### src/mcr_pkg.sv
// Midpoint circle rasteriser: shared types and constants.
// No dependencies; imported by every module in src.
package mcr_pkg;

	localparam int COORD_W  = 15;
	localparam int RADIUS_W = 13;
	localparam int STEP_W   = 14;
	localparam int ODD_W    = 15;
	localparam int DEC_W    = 16;
	localparam int POINT_W  = 16;
	localparam int IDX_W    = 3;

	localparam logic ACT_START = 1'b0;
	localparam logic ACT_STEP  = 1'b1;

	localparam logic [IDX_W-1:0] LAST_POINT = 3'd7;
	localparam logic [ODD_W-1:0] ODD_STEP   = 15'd2;
	localparam logic [ODD_W-1:0] ODD_INIT   = 15'd1;

	typedef logic signed [COORD_W-1:0] coord_t;
	typedef logic signed [STEP_W-1:0]  step_t;
	typedef logic signed [POINT_W-1:0] point_t;

	typedef enum logic {
		ST_IDLE,
		ST_EMIT
	} state_t;

	// sequencer -> iteration state
	typedef struct packed {
		logic start;
		logic advance;
	} step_ctrl_t;

	// iteration state -> sequencer and point unit
	typedef struct packed {
		logic   running;
		logic   done;
		coord_t center_col;
		coord_t center_row;
		step_t  step_x;
		step_t  step_y;
	} step_stat_t;

endpackage

### src/midpoint_circle_rasterizer.sv
// Midpoint circle rasteriser, top level: sequencer, output register, assertions.
// Depends on mcr_pkg, mcr_step_unit and mcr_point_unit.
//
// Outline circle rasteriser using the midpoint scheme. A request with action 0 loads the
// centre and radius and produces no points. A request with action 1 runs one iteration:
// while the circle is unfinished it produces eight points in fixed octant order, flagging
// last_of_step on the eighth and circle_done when that iteration completes the outline;
// otherwise it produces nothing. An iteration emits its points one per cycle while point_stall
// allows, through a single shared coordinate adder pair, and req_stall is held high until the
// eighth point enters the output register, so a new request can be taken on that cycle.
// Load requests and empty iterations do not raise req_stall; point_stall back-pressure holds
// the sequencer. Points on the axes are repeated as the scheme generates them.
module midpoint_circle_rasterizer (
	input  logic                          clk,
	input  logic                          arst_n,
	input  logic                          req_valid,
	output logic                          req_stall,
	input  logic                          action,
	input  mcr_pkg::coord_t               center_x,
	input  mcr_pkg::coord_t               center_y,
	input  logic [mcr_pkg::RADIUS_W-1:0]  radius,
	output logic                          point_valid,
	input  logic                          point_stall,
	output mcr_pkg::point_t               point_x,
	output mcr_pkg::point_t               point_y,
	output logic                          last_of_step,
	output logic                          circle_done
);
	import mcr_pkg::*;

	state_t            state_q;
	state_t            state_nxt;
	logic [IDX_W-1:0]  k_q;

	step_ctrl_t        ctrl;
	step_stat_t        stat;
	point_t            col;
	point_t            row;

	logic              req_acc;
	logic              emit_load;
	logic              last_load;

	logic              point_valid_q;
	point_t            point_x_q;
	point_t            point_y_q;
	logic              last_q;
	logic              done_q;

	assign req_acc   = req_valid && !req_stall;
	assign emit_load = (state_q == ST_EMIT) && (!point_valid_q || !point_stall);
	assign last_load = emit_load && (k_q == LAST_POINT);

	// An iteration only starts on a live circle; a step on an idle one is simply dropped.
	assign ctrl.start   = req_acc && (action == ACT_START);
	assign ctrl.advance = req_acc && (action == ACT_STEP) && stat.running;

	mcr_step_unit u_step (
		.clk      (clk),
		.arst_n   (arst_n),
		.ctrl     (ctrl),
		.center_x (center_x),
		.center_y (center_y),
		.radius   (radius),
		.stat     (stat)
	);

	mcr_point_unit u_point (
		.clk     (clk),
		.capture (ctrl.advance),
		.stat    (stat),
		.idx     (k_q),
		.col     (col),
		.row     (row)
	);

	// Next state
	always_comb begin
		state_nxt = state_q;
		unique case (state_q)
			ST_IDLE: begin
				if (ctrl.advance)
					state_nxt = ST_EMIT;
			end
			ST_EMIT: begin
				if (last_load && !ctrl.advance)
					state_nxt = ST_IDLE;
			end
			default: state_nxt = ST_IDLE;
		endcase
	end

	// Outputs: busy while points remain, but free on the cycle the last one goes out
	always_comb begin
		unique case (state_q)
			ST_IDLE: req_stall = 1'b0;
			ST_EMIT: req_stall = !last_load;
			default: req_stall = 1'b0;
		endcase
	end

	always_ff @(posedge clk or negedge arst_n) begin
		if (!arst_n) begin
			state_q <= ST_IDLE;
			k_q     <= '0;
		end else begin
			state_q <= state_nxt;
			// wraps back to zero after the eighth point
			if (emit_load)
				k_q <= k_q + IDX_W'(1);
		end
	end

	// Output register: decouples the point stream from the sequencer
	always_ff @(posedge clk or negedge arst_n) begin
		if (!arst_n)
			point_valid_q <= 1'b0;
		else if (emit_load)
			point_valid_q <= 1'b1;
		else if (!point_stall)
			point_valid_q <= 1'b0;
	end

	always_ff @(posedge clk) begin
		if (emit_load) begin
			point_x_q <= col;
			point_y_q <= row;
			last_q    <= (k_q == LAST_POINT);
			done_q    <= (k_q == LAST_POINT) && stat.done;
		end
	end

	assign point_valid  = point_valid_q;
	assign point_x      = point_x_q;
	assign point_y      = point_y_q;
	assign last_of_step = last_q;
	assign circle_done  = done_q;

	a_idx_at_rest: assert property (@(posedge clk) disable iff (!arst_n)
		(state_q == ST_IDLE) |-> (k_q == '0))
		else $error("point index not at rest while idle");

	a_done_on_last: assert property (@(posedge clk) disable iff (!arst_n)
		(point_valid && circle_done) |-> last_of_step)
		else $error("circle_done without last_of_step");

	a_advance_emits: assert property (@(posedge clk) disable iff (!arst_n)
		ctrl.advance |=> (state_q == ST_EMIT))
		else $error("iteration accepted but no points scheduled");

	a_no_load_mid_iter: assert property (@(posedge clk) disable iff (!arst_n)
		((state_q == ST_EMIT) && !last_load) |-> !ctrl.start)
		else $error("circle reloaded during an iteration");

endmodule

### src/mcr_step_unit.sv
// Midpoint circle rasteriser: iteration state and decision update.
// Depends on mcr_pkg. The y move is applied on the advance cycle, the x move in the cycle after it.
module mcr_step_unit (
	input  logic                          clk,
	input  logic                          arst_n,
	input  mcr_pkg::step_ctrl_t           ctrl,
	input  mcr_pkg::coord_t               center_x,
	input  mcr_pkg::coord_t               center_y,
	input  logic [mcr_pkg::RADIUS_W-1:0]  radius,
	output mcr_pkg::step_stat_t           stat
);
	import mcr_pkg::*;

	coord_t                    center_col_q;
	coord_t                    center_row_q;
	step_t                     step_x_q;
	step_t                     step_y_q;
	logic [ODD_W-1:0]          odd_x_q;
	logic [ODD_W-1:0]          odd_y_q;
	logic signed [DEC_W-1:0]   decision_q;
	logic [STEP_W-1:0]         twice_radius_q;
	logic                      running_q;
	logic                      fix_q;
	logic                      done_q;

	logic signed [DEC_W-1:0]   dec_after_y;
	logic signed [DEC_W-1:0]   dec_after_x;
	logic signed [DEC_W-1:0]   dec_start;
	logic [ODD_W-1:0]          odd_x_next;
	step_t                     step_x_dec;
	step_t                     step_x_new;
	logic                      x_move;
	logic                      finished;

	assign dec_after_y = decision_q + $signed({1'b0, odd_y_q});
	assign odd_x_next  = odd_x_q + ODD_STEP;
	assign dec_after_x = decision_q + $signed({1'b0, odd_x_next})
	                   - $signed({2'b00, twice_radius_q});
	assign dec_start   = $signed(DEC_W'(1)) - $signed({2'b00, radius, 1'b0});
	assign step_x_dec  = step_x_q - step_t'(1);
	assign x_move      = (decision_q > 0);
	assign step_x_new  = x_move ? step_x_dec : step_x_q;
	assign finished    = (step_x_new < step_y_q);

	always_ff @(posedge clk or negedge arst_n) begin
		if (!arst_n) begin
			center_col_q   <= '0;
			center_row_q   <= '0;
			step_x_q       <= '0;
			step_y_q       <= '0;
			odd_x_q        <= ODD_INIT;
			odd_y_q        <= ODD_INIT;
			decision_q     <= '0;
			twice_radius_q <= '0;
			running_q      <= 1'b0;
			fix_q          <= 1'b0;
			done_q         <= 1'b0;
		end else if (ctrl.start) begin
			center_col_q   <= center_x;
			center_row_q   <= center_y;
			step_x_q       <= $signed({1'b0, radius}) - step_t'(1);
			step_y_q       <= '0;
			odd_x_q        <= ODD_INIT;
			odd_y_q        <= ODD_INIT;
			decision_q     <= dec_start;
			twice_radius_q <= {radius, 1'b0};
			running_q      <= (radius != '0);
			fix_q          <= 1'b0;
			done_q         <= 1'b0;
		end else if (ctrl.advance) begin
			fix_q <= 1'b1;
			if (decision_q <= 0) begin
				step_y_q   <= step_y_q + step_t'(1);
				decision_q <= dec_after_y;
				odd_y_q    <= odd_y_q + ODD_STEP;
			end
		end else if (fix_q) begin
			fix_q     <= 1'b0;
			done_q    <= finished;
			running_q <= !finished;
			if (x_move) begin
				step_x_q   <= step_x_dec;
				odd_x_q    <= odd_x_next;
				decision_q <= dec_after_x;
			end
		end
	end

	assign stat.running    = running_q;
	assign stat.done       = done_q;
	assign stat.center_col = center_col_q;
	assign stat.center_row = center_row_q;
	assign stat.step_x     = step_x_q;
	assign stat.step_y     = step_y_q;

endmodule

### src/mcr_point_unit.sv
// Midpoint circle rasteriser: shared coordinate adder pair.
// Depends on mcr_pkg. Holds one iteration's centre and offsets, forms one octant point per index.
module mcr_point_unit (
	input  logic                       clk,
	input  logic                       capture,
	input  mcr_pkg::step_stat_t        stat,
	input  logic [mcr_pkg::IDX_W-1:0]  idx,
	output mcr_pkg::point_t            col,
	output mcr_pkg::point_t            row
);
	import mcr_pkg::*;

	coord_t cx_q;
	coord_t cy_q;
	step_t  x_q;
	step_t  y_q;

	point_t a_term;
	point_t b_term;
	point_t cx_ext;
	point_t cy_ext;

	always_ff @(posedge clk) begin
		if (capture) begin
			cx_q <= stat.center_col;
			cy_q <= stat.center_row;
			x_q  <= stat.step_x;
			y_q  <= stat.step_y;
		end
	end

	// idx[2] swaps the octant, idx[1] negates the column term, idx[0] picks the row sign
	assign a_term = idx[2] ? POINT_W'(y_q) : POINT_W'(x_q);
	assign b_term = idx[2] ? POINT_W'(x_q) : POINT_W'(y_q);
	assign cx_ext = POINT_W'(cx_q);
	assign cy_ext = POINT_W'(cy_q);
	assign col    = idx[1] ? (cx_ext - a_term) : (cx_ext + a_term);
	assign row    = idx[0] ? (cy_ext + b_term) : (cy_ext - b_term);

endmodule
### config.mk
export PLATFORM = sky130hd
export DESIGN_NAME = midpoint_circle_rasterizer
export DESIGN_NICKNAME = d
export VERILOG_FILES = /design/src/mcr_pkg.sv /design/src/midpoint_circle_rasterizer.sv /design/src/mcr_step_unit.sv /design/src/mcr_point_unit.sv
export SDC_FILE = /design/constraint.sdc
export NUM_CORES = 1
export LEC_CHECK = 0
export BUFFER_PORTS_ARGS = -buffer_cell sky130_fd_sc_hd__buf_4
export CORE_UTILIZATION = 53
export DETAILED_ROUTE_END_ITERATION = 10
export HOLD_SLACK_MARGIN = 0.08
export PLACE_DENSITY = 0.71
export SYNTH_ARGS = -nofsm -noshare
export SYNTH_HDL_FRONTEND = slang
export SYNTH_SLANG_ARGS = --single-unit
### constraint.sdc
create_clock -name clk -period 6.1 [get_ports clk]
set_input_delay 0.61 -clock clk [delete_from_list [all_inputs] [get_ports clk]]
set_output_delay 0.61 -clock clk [all_outputs]
set_load 0.05 [all_outputs]
## After elaboration in Yosys (flattened, before gate mapping)

Index checks and enable logic that the tools add are counted.

- $add $sub $neg: 14
- $lt $le $gt $ge: 3
- Eq/ne operators: 4
- Muxes and demuxes: 36
- Bitwise gates (word level): 2
- Reductions and logical operators: 26

Operators with widths:

| kind | count |
|---|---|
| 16-bit 2-to-1 mux | 9 |
| 15-bit 2-to-1 mux | 7 |
| 14-bit 2-to-1 mux | 7 |
| 15-bit by 16-bit adder with 16-bit output | 2 |
| 16-bit adder | 2 |
| 15-bit by 16-bit subtractor with 16-bit output | 2 |
| 15-bit by 2-bit adder with 15-bit output (second input constant) | 2 |
| 16-bit by 1-bit > comparator with 1-bit output (second input constant) | 1 |
| 16-bit by 1-bit <= comparator with 1-bit output (second input constant) | 1 |
| 16-bit by 15-bit subtractor with 16-bit output | 1 |
| 1-bit by 14-bit subtractor with 15-bit output (first input constant) | 1 |
| 14-bit by 2-bit adder with 14-bit output (second input constant) | 1 |
| 14-bit < comparator | 1 |
| 13-bit by 1-bit subtractor with 14-bit output (second input constant) | 1 |
| 14-bit by 2-bit subtractor with 14-bit output (second input constant) | 1 |
| 13-bit nonzero test | 1 |
| 1-bit 2-to-1 mux | 11 |
| 1-bit logical AND | 8 |
| 2-bit nonzero test | 4 |
| 1-bit logical NOT | 6 |
| 3-bit AND reduction | 2 |
| 3-bit nonzero test | 2 |
| 1-bit one-hot mux with 2 select lines | 2 |
| 2-bit AND reduction | 2 |
| 7 further kinds | 8 |

- Flip-flop bits (word level): 217
- Input port bits: 48
- Output and inout port bits: 36
- Logic and storage cells: 107

## Logic depth before layout (Yosys ltp)

Gate-level depths: netlist (run 1).

- Depth after elaboration: 14
- Mapped depth: 20
- Mapped depth without buffers: 16

## By module

A second synthesis (run 1) with hierarchy kept.

- Cells, all modules: 1348
- Area, all modules: 13910.8 um^2

By module, submodules not included:

| module | times used | cells an instance | area each (um^2) | seq. area each (um^2) |
|---|---|---|---|---|
| mcr_step_unit | 1 | 872 | 8100.3 | 3005.4 |
| mcr_point_unit | 1 | 420 | 4518.1 | 1741.7 |
| midpoint_circle_rasterizer | 1 | 56 | 1292.5 | 1146.1 |

## Worst setup path after synthesis (run 1)

OpenSTA, ideal clock, no wires.

- Kind: register to register
- Start point: register k_q[2]
- End point: register point_x_q[15] (netlist: point_x[15]), data pin
- Library setup time: 268 ps
- Arrival: 3922 ps
- Data required time: 5832 ps
- Path slack: 1910 ps
- Stages on the path, launching flop included: 19
- Path buffers: 6
- Clock period less this slack: 4190 ps
- Path through: dfrtp_1 -> buf_6 -> buf_2 -> buf_2 -> buf_2 -> buf_4 -> buf_4 -> mux2i_1 -> ha_1 -> o21ai_0 -> ha_1 -> nor2b_1 -> o31a_1 -> nor3_2 -> o31a_1 -> a21oi_1 -> a41o_1 -> o41ai_1 -> xnor2_1

- Word-level cells in the longest chain between the ends: 3
- Elaborated cells between the ends (all ways): 4
- Classes of those cells: add/sub (2); mux (2)

RTL lines:

| item | line | RTL |
|---|---|---|
| from (decl) | midpoint_circle_rasterizer.sv:33 | `logic [IDX_W-1:0] k_q;` |
| from (signal assigned) | midpoint_circle_rasterizer.sv:110 | `k_q <= k_q + IDX_W'(1);` |
| 16-bit 2-to-1 mux * | mcr_point_unit.sv:33 | `assign a_term = idx[2] ? POINT_W'(y_q) : POINT_W'(x_q);` |
| 15-bit by 16-bit adder with 16-bit output / 15-bit by 16-bit subtractor with 16-bit output (equally long branches) | mcr_point_unit.sv:37 | `assign col = idx[1] ? (cx_ext - a_term) : (cx_ext + a_term);` |
| 16-bit 2-to-1 mux * | mcr_point_unit.sv:37 |  |
| named net col[15] | midpoint_circle_rasterizer.sv:37 | `point_t col;` |
| to (signal assigned) | midpoint_circle_rasterizer.sv:126 | `point_x_q <= col;` |
| to (decl) | midpoint_circle_rasterizer.sv:45 | `point_t point_x_q;` |

Mark *: on every way through the listed nets, which the timed path passes. The rest lies on a longest branch.
A chain may end at the register's enable or synchronous reset.

## Worst setup path after layout (run 1)

- Start point: register k_q[2]
- End point: register point_y_q[15] (netlist: point_y[15]), data pin

- Word-level cells in the longest chain between the ends: 3
- Elaborated cells between the ends (all ways): 4
- Classes of those cells: add/sub (2); mux (2)

RTL lines:

| item | line | RTL |
|---|---|---|
| 16-bit 2-to-1 mux * | mcr_point_unit.sv:34 | `assign b_term = idx[2] ? POINT_W'(x_q) : POINT_W'(y_q);` |
| 15-bit by 16-bit subtractor with 16-bit output / 15-bit by 16-bit adder with 16-bit output (equally long branches) | mcr_point_unit.sv:38 | `assign row = idx[0] ? (cy_ext + b_term) : (cy_ext - b_term);` |
| 16-bit 2-to-1 mux * | mcr_point_unit.sv:38 |  |
| named net row[15] | midpoint_circle_rasterizer.sv:38 | `point_t row;` |
| to (signal assigned) | midpoint_circle_rasterizer.sv:127 | `point_y_q <= row;` |
| to (decl) | midpoint_circle_rasterizer.sv:46 | `point_t point_y_q;` |

Marked as above.

==> results of run 1 <==
[final cells by class]
class	instances	area (sq um)	area share, %
clock buffers	35	713	4.71
flip-flops and latches	217	5890	38.9
well taps	324	405	2.68
multi-input cells	1043	7050	46.5
inverters	61	229	1.51
repair buffers	93	698	4.61
clock inverters	9	159	1.05
[through the flow]
step / instances / area [sq um] / setup slack, ns
5_1_grt: 1782 / 15200 / 1.63
3_3_place_gp: 1738 / 14300 / 2.11
2_1_floorplan: 1366 / 13400 / 1.91
4_1_cts: 1782 / 15200 / 1.96
6_report: 1782 / 15200 / 1.91
3_5_place_dp: 1738 / 14300 / 1.96
[kinds of logic (layout without fill, tap and decap cells)]
family,Yosys count,in the layout,share of synthesized area (%)
AOI/OAI and AO/OA,245,245,11.6
DFF,217,217,44.0
adders and majority gates,99,99,10.2
xor gates and xnor gates,144,144,9.42
and+or+nand+nor,515,515,18.3
muxes,40,40,3.05
buffers and inverters,106,198,3.42
[placed cells by master (no fill, tap or decap), types with 60 or more instances in the layout]
cell and n:
xor2_1 68, edfxtp_1 92, buf_4 93, nand2_1 182, a21oi_1 75, inv_1 60
ha_1 83, o21ai_0 60, nor2_1 137, dfrtp_1 122, xnor2_1 76
[power by group through the flow]
stage	registers [mW]	logic (mW)	clock network [mW]
2_1_floorplan	2.90	3.83	0
3_3_place_gp	2.61	5.09	0
3_5_place_dp	2.63	5.23	0
4_1_cts	2.61	5.29	1.60
5_1_grt	2.68	5.88	1.65
6_report	2.61	5.29	1.57
[path summary, 6_finish.rpt]
check | cells past startpoint | endpoint | slack [ns] | start
max | 16 | point_y[15] | 1.91 | k_q[2]
min | 1 | u_step.odd_x_q[3] | 0.23 | arst_n
max reg2reg | 16 | point_y[15] | 1.91 | k_q[2]
min reg2reg | 0 | u_point.cx_q[9] | 0.44 | u_step.center_col_q[9]
max in group asynchronous | 2 | u_step.step_y_q[9] | 4.55 | arst_n
min in group clk | 3 | u_step.center_col_q[1] | 0.27 | center_x[1]
[state kept, by name (all words and copies together), names as in the netlist]
name	cells
u_step.step_y_q	14
point_x	16
u_step.fix_q	1
circle_done	1
u_point.cx_q	15
u_point.y_q	14
u_point.cy_q	15
u_step.odd_x_q	15
state_q	1
u_step.twice_radius_q	13
u_step.done_q	1
point_valid	1
u_point.x_q	14
u_step.decision_q	16
u_step.running_q	1
u_step.step_x_q	14
last_of_step	1
u_step.odd_y_q	15
point_y	16
u_step.center_col_q	15
u_step.center_row_q	15
k_q	3
[per-layer routing]
layer	up-vias	part of all wire [%]
met4	0	2.7
li1	4947	-
met5	-	0
met3	54	3.4
met2	202	51
met1	4793	43
==> flow_summary_export.csv, run 1 <==
group,metric,value,unit
run_status,status,"finished, final reports clean",
clock_network,h-tree-depth,1,
pwr,vdd_drop_max,0.000439,V
worst_setup_path,crit_path_max_fanout,57,
floorplanning,die_height,161,um
global_route,met3_usage,2.40,%
clock_network,post_cts_buffers,0,
global_route,grt_max_degree,75,
pwr,power_frac_seq,27.6,%
worst_hold_path,hp-class,"input port to asynchronous set/reset pin",
logic_synthesis,postSynthAreaPerCell,9.80,sq um
sta,fmax,239,MHz
logic_synthesis,synth_commonest_cells,"182 x nand2_1, 137 x nor2_1, 123 x dfrtp_1",
placed_design,dp_hpwl,21900,um
route,drtPass1Iterations,5,
finish,nets,1587,
placed_design,gp_congestion,0.886,
clock_network,cts_buffers,24,
global_route,grt_pass1_vias,9859,
pwr,comb_power_share,55.9,%
route,via_per_inst,5.61,
floorplanning,die_area,0.0259,sq mm
global_route,grt_use_met1,30.3,%
logic_synthesis,yosysTopAreaCell,"dfrtp_1",
route,drc,0,
logic_synthesis,yosysWarningCount,0,
worst_setup_path,critPathSlowestCell,"buf_4",
logic_synthesis,synth.most_common_cell,"nand2_1",
floorplanning,fp.dieW,161,um
logic_synthesis,seq_area_frac_synth,44.0,%
logic_synthesis,synthDistinctLibCells,85,
route,drtIter0Drc,605,
worst_setup_path,crit_family,"compound AO/OA/AOI/OAI gates",
sta,tightest_slew,1.02,ns
logic_synthesis,ys_async_sr_fraction,57.6,%
floorplanning,io_pins,84,
worst_setup_path,cp-start-kind,"register",
worst_setup_path,cp_num_buf_inv,1,
logic_synthesis,synth_top_area_share,23.0,%
clock_network,clk_path_buf_depth,3,
finish,nFillCells,2073,
finish,utilization,61.8,%
sta,hold_viol,0,
sta,min_period_over_period,68.7,%
clock_network,postCtsHoldBufs,0,
clock_network,numClockSinks,217,
floorplanning,core_area,0.0245,sq mm
sta,maxSlewViolCount,0,
global_route,antenna_found_initial,0,
route,wirelength,30900,um
sta,fin_hold_ws,0.230,ns
route,vias,9996,
global_route,grt_overflow_total,0,
logic_synthesis,syn_inst,1366,
clock_network,clkTransAtPathRegs,0.06,ns
sta,fin_skew,0.0177,ns
finish,area_growth,13.2,%
pwr,power,9.47,mW
worst_setup_path,worstPathCellList,"buf_4, mux2i_1, ha_1, o21ai_0, or2_1, nor2_1, nor2_1, xnor2_1, ha_1, and3_1, o211ai_1, nand3_1, o41ai_2, o2111ai_1, a21oi_1, xnor2_1",
finish,diodes,0,
global_route,grt_pass1_wl,50600,um
route,final_antenna_net_count,0,
clock_network,cts_tree,"done",
clock_network,cts_root_buf,"clkbuf_16",
logic_synthesis,synth_flop_cell,"dfrtp_1",
sta,setup_viol,0,
pwr,power_density,625,mW/mm^2
clock_network,cts_resized,0,
pwr,leakage,6.65,nW
logic_synthesis,syn_nets,1513,
worst_setup_path,crit_type,"register to register",
worst_setup_path,required,6.38,ns
route,routedWlPerCell,17.3,um
logic_synthesis,synth_edf_count,92,
placed_design,portBuffers,83,
pwr,power_frac_clock,16.5,%
clock_network,worstSkewPairLatency,0.53,ns
job,max-cap-violations,0,
logic_synthesis,ys_top_cells_by_area,"dfrtp_1 23%, edfxtp_1 21%, ha_1 7.8%",
global_route,met2_usage,44.9,%
logic_synthesis,synth.ff_latch_count,217,
sta,relSlewSlack,31.7,%
floorplanning,initial_utilization,54.6,%
global_route,top_usage_layer,"met2",
global_route,grt_usage,24.4,%
pwr,intPower,5.41,mW
finish,drive_gt1_share,11.9,%
worst_setup_path,cpPeakStageDelay,0.56,ns
floorplanning,rows,57,
pwr,netSwitchingPower,4.06,mW
worst_setup_path,arrival,4.47,ns
worst_setup_path,critical_path.endpoint_type,"register",
sta,setup_tns,0,ns
logic_synthesis,synth_area,0.0134,sq mm
pwr,switching_share,42.9,%
sta,fin_crit,4.19,ns
sta,rsz0062_at_grt,"no",
(Power assumes the default switching activity.)
==> run 2: changes to the inputs <==
--- a/config.mk
+++ b/config.mk
@@ -9,7 +9,7 @@
 export CORE_UTILIZATION = 53
 export DETAILED_ROUTE_END_ITERATION = 10
 export HOLD_SLACK_MARGIN = 0.08
-export PLACE_DENSITY = 0.71
+export PLACE_DENSITY = 0.74
 export SYNTH_ARGS = -nofsm -noshare
 export SYNTH_HDL_FRONTEND = slang
 export SYNTH_SLANG_ARGS = --single-unit
==> constraint.sdc (replaced) <==
create_clock -name clk -period 3.43 [get_ports clk]
set_input_delay 0.343 -clock clk [delete_from_list [all_inputs] [get_ports clk]]
set_output_delay 0.343 -clock clk [all_outputs]
set_load 0.05 [all_outputs]
==> run 2 against run 1 <==
  * Flip-flop and latch count is the same
  * Highest routed layer unchanged
  * Die area is the same
  * Non-clock buffer count grew 161
  * Clock skew grew 0.0028 ns
  * The flow now finishes with violations (setup timing)
  * Routed wire length grew 12%
  * Utilization grew 8.0 points
  * Total power grew 100%
  * Sequential share of layout area shrank 4.5 points
  * Clock power grew 60%
  * Largest power group unchanged
  * Final cell count grew 9.1%
==> flow_summary_export.csv, run 2 (synthesis gave the netlist of run 1 again) <==
group,metric,value,unit
worst_setup_path,cpPeakStageDelay,0.47,ns
worst_setup_path,cp-start-kind,"register",
floorplanning,die_height,161,um
finish,area_growth,27.9,%
worst_setup_path,required,3.84,ns
placed_design,dp_hpwl,24000,um
sta,maxSlewViolCount,0,
clock_network,cts_tree,"done",
global_route,antenna_found_initial,0,
global_route,grt_pass1_vias,10700,
clock_network,h-tree-depth,1,
global_route,grt_usage,25.9,%
worst_setup_path,worstPathCellList,"ha_2, and3_4, and3_4, and3_4, and3_4, xor2_2, fa_1, ha_4, a21o_1, a21o_1, a21oi_2, nor2_1, a211o_1, a311o_1, o21ai_2, a21oi_2",
clock_network,numClockSinks,217,
run_status,status,"finished, violations left",
worst_setup_path,critical_path.endpoint_type,"register",
pwr,power_density,1120,mW/mm^2
finish,final_common_cell,"buf_4",
route,final_antenna_net_count,0,
floorplanning,initial_utilization,54.6,%
sta,setup_tns,-0.598,ns
route,routedWlPerCell,17.8,um
job,max-cap-violations,0,
worst_setup_path,arrival,4.01,ns
floorplanning,io_pins,84,
sta,setup_viol,7,
run_status,violations,"setup timing",
worst_hold_path,hp-class,"input port to register",
global_route,grt_max_degree,73,
worst_setup_path,critPathSlowestCell,"fa_1",
floorplanning,core_area,0.0245,sq mm
floorplanning,fp.dieW,161,um
route,drc,0,
finish,finalNonFillerCells,1944,
sta,tightest_slew,0.803,ns
sta,relSlewSlack,46.4,%
pwr,vdd_drop_max,0.000753,V
sta,fin_crit,3.61,ns
sta,fin_skew,0.0205,ns
finish,most-common-layout-cells,"197 x buf_4, 181 x nand2_1, 131 x nor2_1",
finish,nFillCells,1770,
pwr,power,19.2,mW
clock_network,clk_path_buf_depth,3,
sta,hold_viol,0,
route,drtPass1Iterations,5,
route,wirelength,34600,um
clock_network,worstSkewPairLatency,0.54,ns
placed_design,dp_cells,1830,
clock_network,cts_buffers,25,
sta,rsz0062_at_grt,"yes",
finish,nets,1749,
global_route,grt_overflow_total,0,
finish,diodes,0,
sta,min_period_over_period,105,%
finish,regArea,0.00590,sq mm
route,vias,11000,
finish,utilization,69.8,%
clock_network,cts_root_buf,"clkbuf_16",
sta,setup_ws,-0.178,ns
placed_design,gp_congestion,0.927,
finish,drive_gt1_share,23.5,%
global_route,grt_pass1_wl,53500,um
finish,multiInputGateArea,0.00769,sq mm
route,via_per_inst,5.65,
floorplanning,die_area,0.0259,sq mm
clock_network,clkTransAtPathRegs,0.06,ns
worst_setup_path,crit_path_max_fanout,4,
floorplanning,rows,57,
route,drtIter0Drc,711,
placed_design,portBuffers,83,
worst_setup_path,cpMostUsedCell,"and3_4",
pwr,leakage,7.52,nW
worst_setup_path,crit_type,"register to register",
sta,fmax,277,MHz
-- run 2: cell types whose count changed in the layout (fill, tap and decap cells not counted), moves of 8 or more --
| cell | delta |
|---|---|
| buf_4 | +104 |
| dlygate4sd3_1 | +41 |
| ha_1 | -12 |
| buf_6 | +10 |
| a21oi_1 | -9 |
| ha_4 | +8 |
| o21ai_0 | -8 |
-- run 2: metal layers --
metal / track usage [%] / vias up / wire length, um
met5: 0 / - / 0
met4: 10.1 / 0 / 1320
met3: 2.79 / 84 / 1430
met2: 46.5 / 320 / 17800
met1: 31.7 / 5316 / 14100
li1: - / 5270 / -
-- run 2: what timing repair did --
action                     4_1_cts  5_1_grt
setup endpoints to repair        7       13
hold endpoints to repair        91        0
pin swaps                       12       63
setup buffers                    4       24
gates resized for setup         15       89
hold buffers                    41        0
-- run 2: critical path, delay by kind of cell (launching register included) --
family | cells | cell delay [ns]
fa+ha+maj | 3 | 0.93
simple gates | 5 | 0.86
compound gates | 7 | 1.14
xor+xnor | 1 | 0.16
flops | 1 | 0.38
-- run 2: final timing paths --
path,end,from,depth (start not counted),slack (ns)
setup / recovery,u_step.decision_q[14],u_step.odd_x_q[1],16,-0.18
hold / removal,u_step.twice_radius_q[11],radius[10],3,0.11
setup reg to reg,u_step.decision_q[14],u_step.odd_x_q[1],16,-0.18
hold reg to reg,u_point.cx_q[2],u_step.center_col_q[2],0,0.43
max in group asynchronous,u_step.odd_y_q[2],arst_n,3,2.14
min in group asynchronous,u_step.odd_x_q[12],arst_n,2,0.44
-- run 2: power breakdown --
| part | total (mW) | switching [mW] | internal, mW |
|---|---|---|---|
| clock network | 2.51 | 1.05 | 1.46 |
| registers | 4.48 | 0.562 | 3.92 |
| logic | 12.2 | 6.63 | 5.57 |
| total | 19.2 | 8.25 | 10.9 |
-- run 2: layout make-up --
type | count | share of cell area (%)
clock buffers | 37 | 4.21
clock inverters | 8 | 0.344
inverters | 61 | 1.34
multi-input cells | 1043 | 44.9
flip-flops and latches | 217 | 34.4
well taps | 324 | 2.37
repair buffers | 254 | 12.4
-- run 2: stage by stage --
step | hold slack (ns) | area (sq um) | setup WS (ns)
after floorplan | 0.0474 | 13500 | -0.278
after global placement | 0.429 | 15100 | -0.131
after detailed placement | 0.431 | 15100 | -0.211
after CTS | 0.0816 | 16400 | -0.129
after global routing | 0.127 | 17100 | -0.315
final | 0.105 | 17100 | -0.178
